===== config.mk =====
export PLATFORM = sky130hd
export DESIGN_NAME = uri_percent_encoder_flat
export DESIGN_NICKNAME = d
export VERILOG_FILES = /design/src/rtl/upe_pkg.sv /design/src/rtl/upe_ifs.sv /design/src/rtl/upe_front.sv /design/src/rtl/upe_queue.sv /design/src/rtl/upe_back.sv /design/src/rtl/uri_percent_encoder.sv /design/src/flat_wrapper.sv
export SDC_FILE = /design/constraint.sdc
export NUM_CORES = 1
export LEC_CHECK = 0
export ABC_AREA = 1
export BUFFER_PORTS_ARGS = -buffer_cell sky130_fd_sc_hd__buf_2
export CELL_PAD_IN_SITES_DETAIL_PLACEMENT = 1
export CELL_PAD_IN_SITES_GLOBAL_PLACEMENT = 1
export CORE_UTILIZATION = 47
export DETAILED_ROUTE_END_ITERATION = 8
export HOLD_SLACK_MARGIN = 0.05
export PLACE_DENSITY_LB_ADDON = 0.1
export SLEW_MARGIN = 20
export SYNTH_ARGS = -nofsm -noshare
export SYNTH_HDL_FRONTEND = slang
export SYNTH_HIERARCHICAL = 1
export SYNTH_SLANG_ARGS = --single-unit

===== constraint.sdc =====
create_clock -name i_clk -period 3.5 [get_ports i_clk]
set_clock_uncertainty 0.2 [all_clocks]
set_input_delay 0.35 -clock i_clk [delete_from_list [all_inputs] [get_ports i_clk]]
set_output_delay 0.35 -clock i_clk [all_outputs]
set_load 0.03 [all_outputs]

===== src/rtl/upe_pkg.sv =====
`timescale 1ns / 1ps
// upe_pkg: shared types, constants and the hex digit function for the
// percent encoder. No dependencies.
package upe_pkg;

    // How one input byte gets encoded.
    typedef enum logic [1:0] {
        KIND_PASS = 2'd0,   // unreserved, one char
        KIND_ESC  = 2'd1,   // %HH, three chars
        KIND_LAT  = 2'd2    // Latin-1 high byte, %HH%HH, six chars
    } t_kind;

    typedef struct packed {
        t_kind      kind;
        logic [7:0] data;
    } t_cmd;

    localparam int Q_DEPTH = 2;
    localparam int Q_PTR_W = 1;
    localparam int Q_CNT_W = 2;

    localparam logic [7:0] CH_PERCENT  = 8'h25;
    localparam logic [7:0] UTF8_LEAD   = 8'hC0;
    localparam logic [7:0] UTF8_CONT   = 8'h80;
    localparam logic [2:0] STEP_LAST_ESC = 3'd2;
    localparam logic [2:0] STEP_LAST_LAT = 3'd5;

    // Upper-case hex digit for a nibble.
    function automatic logic [7:0] hex_char(input logic [3:0] n);
        logic [7:0] w;
        w = {4'h0, n};
        return (n < 4'd10) ? (8'h30 + w) : (8'h37 + w);
    endfunction

endpackage


===== src/rtl/upe_ifs.sv =====
`timescale 1ns / 1ps
// upe_ifs: valid/ready channel interfaces for the percent encoder.
// No dependencies.
interface upe_in_if;
    logic       valid;
    logic       ready;
    logic [7:0] in_byte;
    modport source (output valid, output in_byte, input ready);
    modport sink   (input valid, input in_byte, output ready);
endinterface

interface upe_out_if;
    logic       valid;
    logic       ready;
    logic [7:0] out_char;
    logic       run_last;
    modport source (output valid, output out_char, output run_last, input ready);
    modport sink   (input valid, input out_char, input run_last, output ready);
endinterface


===== src/rtl/upe_front.sv =====
`timescale 1ns / 1ps
// upe_front: input handshake and byte classification.
// Depends on upe_pkg and upe_in_if.
module upe_front (
    upe_in_if.sink        i_in,
    input  logic          i_source_is_utf8,
    input  logic          i_q_full,
    output logic          o_push,
    output upe_pkg::t_cmd o_cmd
);
    import upe_pkg::*;

    logic [7:0] c;
    logic       unreserved;

    assign c = i_in.in_byte;

    assign unreserved = (c >= 8'h41 && c <= 8'h5A) || (c >= 8'h61 && c <= 8'h7A) ||
                        (c >= 8'h30 && c <= 8'h39) || c == 8'h2D || c == 8'h2E ||
                        c == 8'h5F || c == 8'h7E;

    assign i_in.ready = !i_q_full;
    assign o_push     = i_in.valid && !i_q_full;

    always_comb begin
        o_cmd.data = c;
        if (unreserved) begin
            o_cmd.kind = KIND_PASS;
        end else if (c[7] && !i_source_is_utf8) begin
            o_cmd.kind = KIND_LAT;
        end else begin
            o_cmd.kind = KIND_ESC;
        end
    end

endmodule


===== src/rtl/upe_queue.sv =====
`timescale 1ns / 1ps
// upe_queue: short command queue between front and back.
// Depends on upe_pkg.
module upe_queue (
    input  logic          i_clk,
    input  logic          i_rst_n,
    input  logic          i_push,
    input  upe_pkg::t_cmd i_cmd,
    input  logic          i_pop,
    output logic          o_full,
    output logic          o_valid,
    output upe_pkg::t_cmd o_head
);
    import upe_pkg::*;

    t_cmd               r_mem [Q_DEPTH];
    logic [Q_PTR_W-1:0] r_wr_ptr, r_rd_ptr;
    logic [Q_CNT_W-1:0] r_count;

    assign o_full  = (r_count == Q_CNT_W'(Q_DEPTH));
    assign o_valid = (r_count != '0);
    assign o_head  = r_mem[r_rd_ptr];

    always_ff @(posedge i_clk) begin
        if (i_push) begin
            r_mem[r_wr_ptr] <= i_cmd;
        end
    end

    always_ff @(posedge i_clk) begin
        if (!i_rst_n) begin
            r_wr_ptr <= '0;
            r_rd_ptr <= '0;
            r_count  <= '0;
        end else begin
            if (i_push) begin
                r_wr_ptr <= r_wr_ptr + 1'b1;
            end
            if (i_pop) begin
                r_rd_ptr <= r_rd_ptr + 1'b1;
            end
            case ({i_push, i_pop})
                2'b10:   r_count <= r_count + 1'b1;
                2'b01:   r_count <= r_count - 1'b1;
                default: r_count <= r_count;
            endcase
        end
    end

endmodule


===== src/rtl/upe_back.sv =====
`timescale 1ns / 1ps
// upe_back: character sequencer and output register.
// Depends on upe_pkg and upe_out_if.
module upe_back (
    input  logic          i_clk,
    input  logic          i_rst_n,
    input  logic          i_q_valid,
    input  upe_pkg::t_cmd i_head,
    output logic          o_pop,
    upe_out_if.source     o_out
);
    import upe_pkg::*;

    logic [2:0] r_step, n_step;
    logic       r_valid;
    logic [7:0] r_char;
    logic       r_last;

    logic       load;
    logic       step_last;
    logic [7:0] esc_byte;
    logic [7:0] ch;

    assign load = i_q_valid && (!r_valid || o_out.ready);

    // Byte being escaped: the input itself, or one of its two UTF-8 bytes.
    always_comb begin
        esc_byte = i_head.data;
        if (i_head.kind == KIND_LAT) begin
            if (r_step < 3'd3) begin
                esc_byte = UTF8_LEAD | {6'd0, i_head.data[7:6]};
            end else begin
                esc_byte = UTF8_CONT | {2'd0, i_head.data[5:0]};
            end
        end
    end

    always_comb begin
        ch        = CH_PERCENT;
        step_last = 1'b0;
        unique case (i_head.kind)
            KIND_PASS: begin
                ch        = i_head.data;
                step_last = 1'b1;
            end
            KIND_ESC, KIND_LAT: begin
                case (r_step)
                    3'd1, 3'd4: ch = hex_char(esc_byte[7:4]);
                    3'd2, 3'd5: ch = hex_char(esc_byte[3:0]);
                    default:    ch = CH_PERCENT;
                endcase
                step_last = (i_head.kind == KIND_LAT) ? (r_step == STEP_LAST_LAT)
                                                      : (r_step == STEP_LAST_ESC);
            end
            default: begin
                ch        = i_head.data;
                step_last = 1'b1;
            end
        endcase
    end

    assign o_pop = load && step_last;

    always_comb begin
        n_step = r_step;
        if (load) begin
            n_step = step_last ? 3'd0 : r_step + 3'd1;
        end
    end

    always_ff @(posedge i_clk) begin
        if (!i_rst_n) begin
            r_step  <= '0;
            r_valid <= 1'b0;
        end else begin
            r_step <= n_step;
            if (load) begin
                r_valid <= 1'b1;
            end else if (o_out.ready) begin
                r_valid <= 1'b0;
            end
        end
    end

    always_ff @(posedge i_clk) begin
        if (load) begin
            r_char <= ch;
            r_last <= step_last;
        end
    end

    assign o_out.valid    = r_valid;
    assign o_out.out_char = r_char;
    assign o_out.run_last = r_last;

`ifndef SYNTHESIS
    a_step_range: assert property (@(posedge i_clk) disable iff (!i_rst_n)
        r_step <= STEP_LAST_LAT)
        else $error("step counter out of range");
    a_mid_run_has_head: assert property (@(posedge i_clk) disable iff (!i_rst_n)
        r_step != 3'd0 |-> i_q_valid)
        else $error("run in progress without a queued command");
    a_esc_step: assert property (@(posedge i_clk) disable iff (!i_rst_n)
        (r_step != 3'd0 && i_head.kind == KIND_ESC) |-> r_step <= STEP_LAST_ESC)
        else $error("escape run longer than three chars");
    a_pop_ends_run: assert property (@(posedge i_clk) disable iff (!i_rst_n)
        o_pop |=> r_valid && r_last && r_step == 3'd0)
        else $error("pop without a flagged last char");
`endif

endmodule


===== src/rtl/uri_percent_encoder.sv =====
`timescale 1ns / 1ps
// uri_percent_encoder: top level of the URI percent encoder.
// Depends on upe_pkg, upe_ifs, upe_front, upe_queue, upe_back.
//
//  channel   dir  handshake       payload
//  i_in      in   valid/ready     in_byte[7:0]
//  o_out     out  valid/ready     out_char[7:0], run_last
//  cfg       in   i_cfg_we        i_cfg_wdata (source_is_utf8)
//
// One char leaves per cycle while the output is ready; an item takes 1, 3 or 6 chars of the back
//   sequencer (pass-through, %HH, Latin-1 %HH%HH), which sets the rate.
// Items enter one per cycle while the two-entry queue has room.
// An accepted item's first char passes through the queue, then the output register.
// Reset (sync, active low) empties the queue and output stage and clears
//   source_is_utf8 to 0.
// Output stalls hold the output register; input stalls only when the queue fills.
module uri_percent_encoder (
    input  logic      i_clk,
    input  logic      i_rst_n,
    upe_in_if.sink    i_in,
    upe_out_if.source o_out,
    input  logic      i_cfg_we,
    input  logic      i_cfg_wdata
);
    import upe_pkg::*;

    logic r_source_is_utf8;

    // Front side to queue
    logic q_full;
    logic q_push;
    t_cmd q_in_cmd;

    // Queue to back side
    logic q_valid;
    logic q_pop;
    t_cmd q_head;

    always_ff @(posedge i_clk) begin
        if (!i_rst_n) begin
            r_source_is_utf8 <= 1'b0;
        end else if (i_cfg_we) begin
            r_source_is_utf8 <= i_cfg_wdata;
        end
    end

    // Classify each accepted byte by run shape.
    upe_front u_front (
        .i_in             (i_in),
        .i_source_is_utf8 (r_source_is_utf8),
        .i_q_full         (q_full),
        .o_push           (q_push),
        .o_cmd            (q_in_cmd)
    );

    // Decouples acceptance from char emission.
    upe_queue u_queue (
        .i_clk   (i_clk),
        .i_rst_n (i_rst_n),
        .i_push  (q_push),
        .i_cmd   (q_in_cmd),
        .i_pop   (q_pop),
        .o_full  (q_full),
        .o_valid (q_valid),
        .o_head  (q_head)
    );

    // Walks the run one char per cycle, while the output is not stalled, into the output register.
    upe_back u_back (
        .i_clk     (i_clk),
        .i_rst_n   (i_rst_n),
        .i_q_valid (q_valid),
        .i_head    (q_head),
        .o_pop     (q_pop),
        .o_out     (o_out)
    );

endmodule

===== src/flat_wrapper.sv =====
// flat-port wrapper written by rule: the top's interface ports become plain ports
module uri_percent_encoder_flat import upe_pkg::*;
  (i_clk, i_rst_n, i_cfg_we, i_cfg_wdata, i_in_valid, i_in_in_byte, i_in_ready, o_out_valid, o_out_out_char, o_out_run_last, o_out_ready);
  upe_in_if i_in_i ();
  upe_out_if o_out_i ();
  input  logic i_clk;
  input  logic i_rst_n;
  input  logic i_cfg_we;
  input  logic i_cfg_wdata;
  input wire logic [$bits(i_in_i.valid)-1:0] i_in_valid;
  input wire logic [$bits(i_in_i.in_byte)-1:0] i_in_in_byte;
  output wire logic [$bits(i_in_i.ready)-1:0] i_in_ready;
  output wire logic [$bits(o_out_i.valid)-1:0] o_out_valid;
  output wire logic [$bits(o_out_i.out_char)-1:0] o_out_out_char;
  output wire logic [$bits(o_out_i.run_last)-1:0] o_out_run_last;
  input wire logic [$bits(o_out_i.ready)-1:0] o_out_ready;
  assign i_in_i.valid = i_in_valid;
  assign i_in_i.in_byte = i_in_in_byte;
  assign i_in_ready = i_in_i.ready;
  assign o_out_valid = o_out_i.valid;
  assign o_out_out_char = o_out_i.out_char;
  assign o_out_run_last = o_out_i.run_last;
  assign o_out_i.ready = o_out_ready;
  uri_percent_encoder u_core (.i_clk(i_clk), .i_rst_n(i_rst_n), .i_in(i_in_i), .o_out(o_out_i), .i_cfg_we(i_cfg_we), .i_cfg_wdata(i_cfg_wdata));
endmodule

==> reports/summary.json, run 1 <==
{
  "die_w_um": 70.9,
  "slowest_cell_delay_on_critical_path_ns": 0.44,
  "detail-route-antenna-nets": 0,
  "cts-hold-fix-buffers": 0,
  "fmax_ghz": 0.381,
  "r2r-end": "u_core/u_back/o_out.out_char[2]",
  "detail_route.wl_per_cell_um": 13.8,
  "worst_ep_arrival_time_ns": 2.47,
  "synth_largest_type_area_fraction_pct": 39.0,
  "synth_enable_flop_cells": 29,
  "netlist_top_cells_count": "sky130_fd_sc_hd__nand2_1 (57), sky130_fd_sc_hd__inv_1 (35), sky130_fd_sc_hd__nor2_1 (33)",
  "complex_gate_fraction_of_the_synthesized_area_pct": 6.95,
  "max_cap_viol_count": 0,
  "reg2reg_depth": 13,
  "areaGrowthSynthToFinish_pct": 10.7,
  "synthesized_netlist_cell_count": 255,
  "ir_drop_uv": 384,
  "met2_usage_pct": 36.3,
  "critical_setup_path_class": "reg -> reg",
  "placementRows": 24,
  "worst_slew_margin_rel_pct": 42.8,
  "library_cell_used_as_clock_root_buffer": "sky130_fd_sc_hd__clkbuf_8",
  "endpoint_kind": "register",
  "place_congestion": 0.884,
  "syn-mean-instance-area_um2": 8.75,
  "vias": 1674,
  "slowest_stage": "sky130_fd_sc_hd__dfxtp_1",
  "tritoncts": "built",
  "first_global_vias": 1707,
  "grt_use_met3_pct": 4.70,
  "drt_pass_1_iters": 6,
  "cts_setup_buffers": 0,
  "area.sequential_um2": 1070,
  "reg2reg_setup_slack_ns": 0.88,
  "die_h_um": 70.9,
  "layout.nets": 300,
  "critical_path.startpoint_type": "register",
  "pin_count_of_the_biggest_net_entering_global_routing": 13,
  "num-fill-cells": 546,
  "synth_area_leader_cell": "sky130_fd_sc_hd__edfxtp_1",
  "grt_first_pass_wirelength_mm": 7.85,
  "fin_crit_sh_pct": 74.9,
  "rsz0062_at_grt": "no",
  "coreArea_um2": 4440,
  "cts_made_buffers": 5,
  "floorplan.initialDensity_pct": 50.2,
  "synthMostInstantiatedCell": "sky130_fd_sc_hd__nand2_1",
  "grt.busiest_layer": "met2",
  "clock_tree.htree_level_count": 2,
  "drive_gt1_share_pct": 22.9,
  "setup_violations": 0,
  "endpoint_required_time_on_the_critical_path_ns": 3.35,
  "grt_remaining_overflow": 0,
  "cp_cell_sequence": "mux2_4, inv_1, ha_1, nand3_2, o21ai_1, inv_1, ha_1, inv_1, nand2_1, nand2_1, nand3_1, nand3_1, a21oi_1",
  "timing.setup.tns_ns": 0,
  "final.hold.worst_slack_ns": 0.0745,
  "status": "finished, final reports clean",
  "netlist_top_cells_area": "sky130_fd_sc_hd__edfxtp_1 (39%), sky130_fd_sc_hd__nand2_1 (9.6%), sky130_fd_sc_hd__dfxtp_1 (9.0%), sky130_fd_sc_hd__mux2_4 (6.7%), sky130_fd_sc_hd__inv_1 (5.9%)",
  "muxShareOfSynthArea_pct": 6.73,
  "synth_top_family_by_area": "simple AND/OR/NAND/NOR gates",
  "cp_common_cell": "sky130_fd_sc_hd__inv_1",
  "critical_path.max_fanout": 9,
  "synth-main-ff-cell": "sky130_fd_sc_hd__edfxtp_1",
  "timing.hold.worst.class": "in -> reg",
  "antennaDiodeCount": 0,
  "post_cts_resized": 0,
  "drt_first_iter_violations": 78,
  "met1_usage_pct": 24.6,
  "gr_usage_total_pct": 20.6,
  "slew_at_the_pin_closest_to_its_max_slew_limit_ns": 0.855,
  "fp.dieArea_um2": 5030,
  "synth_simple_gate_area_share_pct": 23.4,
  "totalWireLength_mm": 4.56,
  "cts.clk_slew.worst_paths_ns": 0.08,
  "vias_per_cell": 5.06,
  "clk_sink_count": 39,
  "finalMaxSlewViolations": 0,
  "adder_and_majority_cell_fraction_of_the_synthesized_area_pct": 4.48,
  "synth.distinct_cells": 28,
  "synth_warnings": 6,
  "timing.final.hold_violations": 0,
  "place.detailed.hpwl_mm": 3.48,
  "synthArstFlopShare_pct": 0,
  "area_used_by_multi_input_combinational_logic_um2": 928,
  "antenna_found_initial": 0,
  "yosysSeqAreaShare_pct": 48.0,
  "syn-num-nets": 277,
  "pin_count": 25,
  "synth-xor-area-share_pct": 0,
  "route.detailed.drc": 0,
  "power-per-cell-area_nw_per_um2": 956,
  "yosys_register_bits": 39,
  "io_buffers": 24,
  "insertion_delay_ns": 0.30,
  "synth.cell_area_um2": 2230,
  "clock_tree.buffer_depth": 2,
  "p_leak_nw": 1.16,
  "period_needed_ns": 2.62,
  "critPathCapture": "u_core/u_back/o_out.out_char[2]"
}
[per-stage QoR]
stage	utilization [%]	instances	worst slack, ns	power [mW]	cell area, µm²
global placement	53.0	323	1.00	1.94	2350
global route	55.6	331	0.717	2.55	2470
CTS	55.6	331	0.887	2.38	2470
detailed placement	53.0	323	0.904	1.97	2350
floorplan	-	255	1.08	1.70	2230
finish	55.6	331	0.877	2.36	2470
[where the power goes]
part	internal (mW)	leakage (nW)	total, mW	switching [mW]
registers	0.687	0.355	0.750	0.0627
clock network	0.231	0.0612	0.394	0.164
logic	0.410	0.743	1.22	0.808
total	1.33	1.16	2.36	1.03
[metal layers]
metal	part of all wire (%)	wire (µm)
met5	0	0
met4	1.3	61
met3	3.3	149
met2	49	2240
met1	46	2110
[critical path, delay by kind of cell, from the launching register on]
family	cells	cell delay, ns
flops	1	0.44
fa+ha+maj	2	0.43
mux	1	0.32
buf+inv	3	0.22
compound gates	2	0.29
simple gates	5	0.47
[state kept, by name, summed over array words and instances, names as in the netlist, named ones only]
register                      flops
u_core/r_source_is_utf8           1
u_core/u_queue/r_count            2
u_core/u_queue/r_wr_ptr           1
u_core/u_back/o_out.out_char      8
u_core/u_back/r_step              3
u_core/u_queue/r_mem             20
u_core/u_queue/r_rd_ptr           1
u_core/u_back/o_out.valid         1
u_core/u_back/o_out.run_last      1
[placed cells by master (no fill, tap or decap), types with 4 or more instances in the layout]
cell | synthesis | routed
sky130_fd_sc_hd__buf_2 | 0 | 24
sky130_fd_sc_hd__clkbuf_8 | 0 | 6
sky130_fd_sc_hd__nand2_1 | 57 | 57
sky130_fd_sc_hd__mux2_4 | 10 | 10
sky130_fd_sc_hd__nand3_1 | 15 | 15
sky130_fd_sc_hd__nand2_2 | 4 | 4
sky130_fd_sc_hd__inv_1 | 35 | 35
sky130_fd_sc_hd__o21ai_0 | 5 | 5
sky130_fd_sc_hd__nor2_1 | 33 | 33
sky130_fd_sc_hd__dfxtp_1 | 10 | 10
sky130_fd_sc_hd__o21ai_1 | 4 | 4
sky130_fd_sc_hd__edfxtp_1 | 29 | 29
sky130_fd_sc_hd__ha_1 | 8 | 8
sky130_fd_sc_hd__a21oi_1 | 8 | 8
sky130_fd_sc_hd__inv_2 | 8 | 8
[final cells by class]
class	instances	area share (%)
Clock buffer	6	3.34
Multi-Input combinational cell	164	37.6
Sequential cell	39	43.3
Tap cell	52	2.63
Inverter	43	6.53
Timing Repair Buffer	25	5.16
Clock inverter	2	1.42
[how the worst min path moves through the flow]
| stage | slack [ns] | start | cells after the start | endpoint |
|---|---|---|---|---|
| 2_1_floorplan | 0.26 | u_core/r_source_is_utf8 | 2 | u_core/r_source_is_utf8 |
| 3_3_place_gp | 0.28 | u_core/u_queue/r_rd_ptr | 2 | u_core/u_queue/r_rd_ptr |
| 3_5_place_dp | 0.30 | u_core/r_source_is_utf8 | 2 | u_core/r_source_is_utf8 |
| 4_1_cts | 0.06 | i_in_in_byte[4] | 1 | u_core/u_queue/r_mem[0][4] |
| 5_1_grt | 0.07 | i_in_in_byte[4] | 1 | u_core/u_queue/r_mem[0][4] |
| 6_report | 0.07 | i_in_in_byte[4] | 1 | u_core/u_queue/r_mem[0][4] |
[logic make-up (layout without fill, tap and decap cells)]
| kind of cell | count (synthesis) | in the layout |
|---|---|---|
| buffers and inverters | 52 | 76 |
| AOI/OAI and AO/OA | 26 | 26 |
| muxes | 10 | 10 |
| DFF | 39 | 39 |
| adders and majority gates | 8 | 8 |
| and+or+nand+nor | 120 | 120 |
Power figures use the tool's default switching activity.
==> inputs of run 2 (changes only) <==
--- a/config.mk
+++ b/config.mk
@@ -9,7 +9,7 @@
 export BUFFER_PORTS_ARGS = -buffer_cell sky130_fd_sc_hd__buf_2
 export CELL_PAD_IN_SITES_DETAIL_PLACEMENT = 1
 export CELL_PAD_IN_SITES_GLOBAL_PLACEMENT = 1
-export CORE_UTILIZATION = 47
+export CORE_UTILIZATION = 40
 export DETAILED_ROUTE_END_ITERATION = 8
 export HOLD_SLACK_MARGIN = 0.05
 export PLACE_DENSITY_LB_ADDON = 0.1
==> constraint.sdc (replaced) <==
create_clock -name i_clk -period 2.2 [get_ports i_clk]
set_clock_uncertainty 0.2 [all_clocks]
set_input_delay 0.22 -clock i_clk [delete_from_list [all_inputs] [get_ports i_clk]]
set_output_delay 0.22 -clock i_clk [all_outputs]
set_load 0.03 [all_outputs]
==> reports/summary.json, run 2 (synthesis results as in run 1) <==
{
  "status": "complete, but fails checks",
  "failed_checks": "negative setup slack",
  "registers.top_by_ff_count": "u_core/u_queue/r_mem",
  "finalMaxSlewViolations": {"value": 0, "change": "unchanged"},
  "period_needed": {"value": 2.26, "unit": "ns", "change": "-0.364 ns"},
  "slew_at_the_pin_closest_to_its_max_slew_limit": {"value": 0.415, "unit": "ns", "change": "-0.440 ns"},
  "drt_pass_1_iters": {"value": 4, "change": "-2"},
  "die_w": {"value": 76.7, "unit": "µm", "change": "+8.2%"},
  "place.detailed.hpwl": {"value": 3.60, "unit": "mm", "change": "+3.4%"},
  "fin_crit_sh": {"value": 103, "unit": "%", "change": "+28 points"},
  "fmax": {"value": 0.443, "unit": "GHz", "change": "+16%"},
  "power-per-cell-area": {"value": 1500, "unit": "nW/µm²", "change": "+57%"},
  "vias": {"value": 1760, "change": "+5.1%"},
  "layout_common_cells": "sky130_fd_sc_hd__nand2_1 (50), sky130_fd_sc_hd__inv_1 (31), sky130_fd_sc_hd__edfxtp_1 (29), sky130_fd_sc_hd__nor2_1 (25), sky130_fd_sc_hd__buf_2 (24)",
  "worst_ep_arrival_time": {"value": 2.11, "unit": "ns", "change": "-0.36 ns"},
  "library_cell_used_as_clock_root_buffer": "sky130_fd_sc_hd__clkbuf_8",
  "pin_count_of_the_biggest_net_entering_global_routing": {"value": 14, "change": "+1"},
  "tritoncts": "built",
  "antennaDiodeCount": {"value": 0, "change": "unchanged"},
  "floorplan.initialDensity": {"value": 42.6, "unit": "%", "change": "-7.6 points"},
  "place_area": {"value": 2500, "unit": "µm²", "change": "+6.2%"},
  "totalWireLength": {"value": 5.16, "unit": "mm", "change": "+13%"},
  "clk_sink_count": {"value": 39, "change": "unchanged"},
  "detail-route-antenna-nets": {"value": 0, "change": "unchanged"},
  "placementRows": {"value": 26, "change": "+8.3%"},
  "endpoint_required_time_on_the_critical_path": {"value": 2.05, "unit": "ns", "change": "-1.30 ns"},
  "layout.nets": {"value": 324, "change": "+8.0%"},
  "place_congestion": {"value": 0.818, "change": "-7.4%"},
  "max_cap_viol_count": {"value": 0, "change": "unchanged"},
  "io_buffers": {"value": 24, "change": "unchanged"},
  "postLayoutSetupSlackWorst": {"value": -0.0597, "unit": "ns", "change": "-0.936 ns"},
  "p_leak": {"value": 1.27, "unit": "nW", "change": "+9.9%"},
  "most_common_cell_after_layout_fill_and_taps_aside": "sky130_fd_sc_hd__nand2_1",
  "endpoint_kind": "register",
  "route.detailed.drc": {"value": 0, "change": "unchanged"},
  "vias_per_cell": {"value": 4.72, "change": "-6.7%"},
  "grt_remaining_overflow": {"value": 0, "change": "unchanged"},
  "cts.clk_slew.worst_paths": {"value": 0.08, "unit": "ns", "change": "about the same"},
  "timing.final.hold_violations": {"value": 0, "change": "unchanged"},
  "fp.dieArea": {"value": 5880, "unit": "µm²", "change": "+17%"},
  "clock_tree.buffer_depth": {"value": 2, "change": "unchanged"},
  "critical_setup_path_class": "reg -> reg",
  "worst_slew_margin_rel": {"value": 72.0, "unit": "%", "change": "+29 points"},
  "critical_path.max_fanout": {"value": 5, "change": "-4"},
  "die_h": {"value": 76.7, "unit": "µm", "change": "+8.2%"},
  "drt_first_iter_violations": {"value": 54, "change": "-31%"},
  "timing.hold.worst.class": "in -> reg",
  "finished_layout_cell_area": {"value": 2900, "unit": "µm²", "change": "+17%"},
  "areaGrowthSynthToFinish_pct": 29.9,
  "coreArea": {"value": 5240, "unit": "µm²", "change": "+18%"},
  "pin_count": {"value": 25, "change": "unchanged"},
  "total_power": {"value": 4.34, "unit": "mW", "change": "+84%"},
  "setup_violations": {"value": 3, "change": "+3"},
  "cts_made_buffers": {"value": 5, "change": "unchanged"},
  "grt_first_pass_wirelength": {"value": 8.36, "unit": "mm", "change": "+6.6%"},
  "critical_path.startpoint_type": "register",
  "clock_tree.htree_level_count": {"value": 2, "change": "unchanged"},
  "insertion_delay": {"value": 0.29, "unit": "ns", "change": "about the same"},
  "ir_drop": {"value": 523, "unit": "µV", "change": "+36%"},
  "number_of_flip_flops_in_the_largest_register": {"value": 20, "change": "unchanged"},
  "drive_gt1_share": {"value": 37.0, "unit": "%", "change": "+14 points"},
  "rsz0062_at_grt": "yes",
  "gr_usage_total": {"value": 18.1, "unit": "%", "change": "-2.5 points"},
  "first_global_vias": {"value": 1764, "change": "+3.3%"},
  "detail_route.wl_per_cell": {"value": 13.8, "unit": "µm", "change": "+0.36%"},
  "antenna_found_initial": {"value": 0, "change": "unchanged"}
}
[run 2: final cells by class]
class / instances / area [µm²]
Tap cell: 70 / 87.6
Sequential cell: 39 / 1070
Multi-Input combinational cell: 164 / 1130
Clock buffer: 5 / 68.8
Clock inverter: 3 / 20.0
Timing Repair Buffer: 49 / 357
Inverter: 43 / 166
Fill cell: 617 / 2340
[run 2: final timing paths]
kind | from | to | slack, ns | cells after the start
worst max register to register | register | u_core/u_back/o_out.out_char[1] | -0.06 | 12
worst max-delay path | register | u_core/u_back/o_out.out_char[1] | -0.06 | 12
worst min-delay path | i_in_valid | u_core/u_queue/r_wr_ptr | 0.12 | 5
worst min register to register | u_core/u_queue/r_wr_ptr | u_core/u_queue/r_wr_ptr | 0.31 | 2
[run 2: where the power goes]
part           internal, mW  total, mW  switching (mW)
Sequential             1.09       1.19          0.0931
Clock                 0.221      0.484           0.263
Combinational          1.06       2.67            1.61
Total                  2.38       4.34            1.96
[run 2: timing repair]
item,4_1_cts,5_1_grt
resized for setup,10,33
setup endpoints to repair,7,12
pin swaps,9,27
buffers inserted,0,2
hold endpoints to repair,22,0
hold buffers,13,0
[run 2: critical path, stage by stage, from the launching register on]
cell and delay, ns:
sky130_fd_sc_hd__dfxtp_2 0.36, sky130_fd_sc_hd__mux2_4 0.31, sky130_fd_sc_hd__inv_4 0.06, sky130_fd_sc_hd__ha_4 0.16, sky130_fd_sc_hd__nand3_4 0.11, sky130_fd_sc_hd__o21ai_2 0.17
sky130_fd_sc_hd__inv_2 0.08, sky130_fd_sc_hd__ha_4 0.27, sky130_fd_sc_hd__nand3_2 0.06, sky130_fd_sc_hd__nand3_1 0.07, sky130_fd_sc_hd__nand2_1 0.05, sky130_fd_sc_hd__nand2_1 0.06
sky130_fd_sc_hd__nand2_1 0.06
[run 2: metrics by stage]
step	util, %	hold slack (ns)	setup TNS [ns]	setup WS (ns)	cells
floorplan	-	0.141	-0.291	-0.0678	255
global placement	47.7	0.242	-0.376	-0.102	350
detailed placement	47.7	0.251	-0.656	-0.182	350
CTS	52.6	0.0916	-0.186	-0.0736	371
global route	55.4	0.161	-0.801	-0.152	373
finish	55.4	0.122	-0.131	-0.0597	373
[run 2: layer usage]
layer  routed length (µm)  vias up  GRT usage (%)
li1                     -      909              -
met5                    0        -              0
met2                 2580       31           31.7
met3                  123        9           3.21
met4                   78        0           5.19
met1                 2380      811           22.5
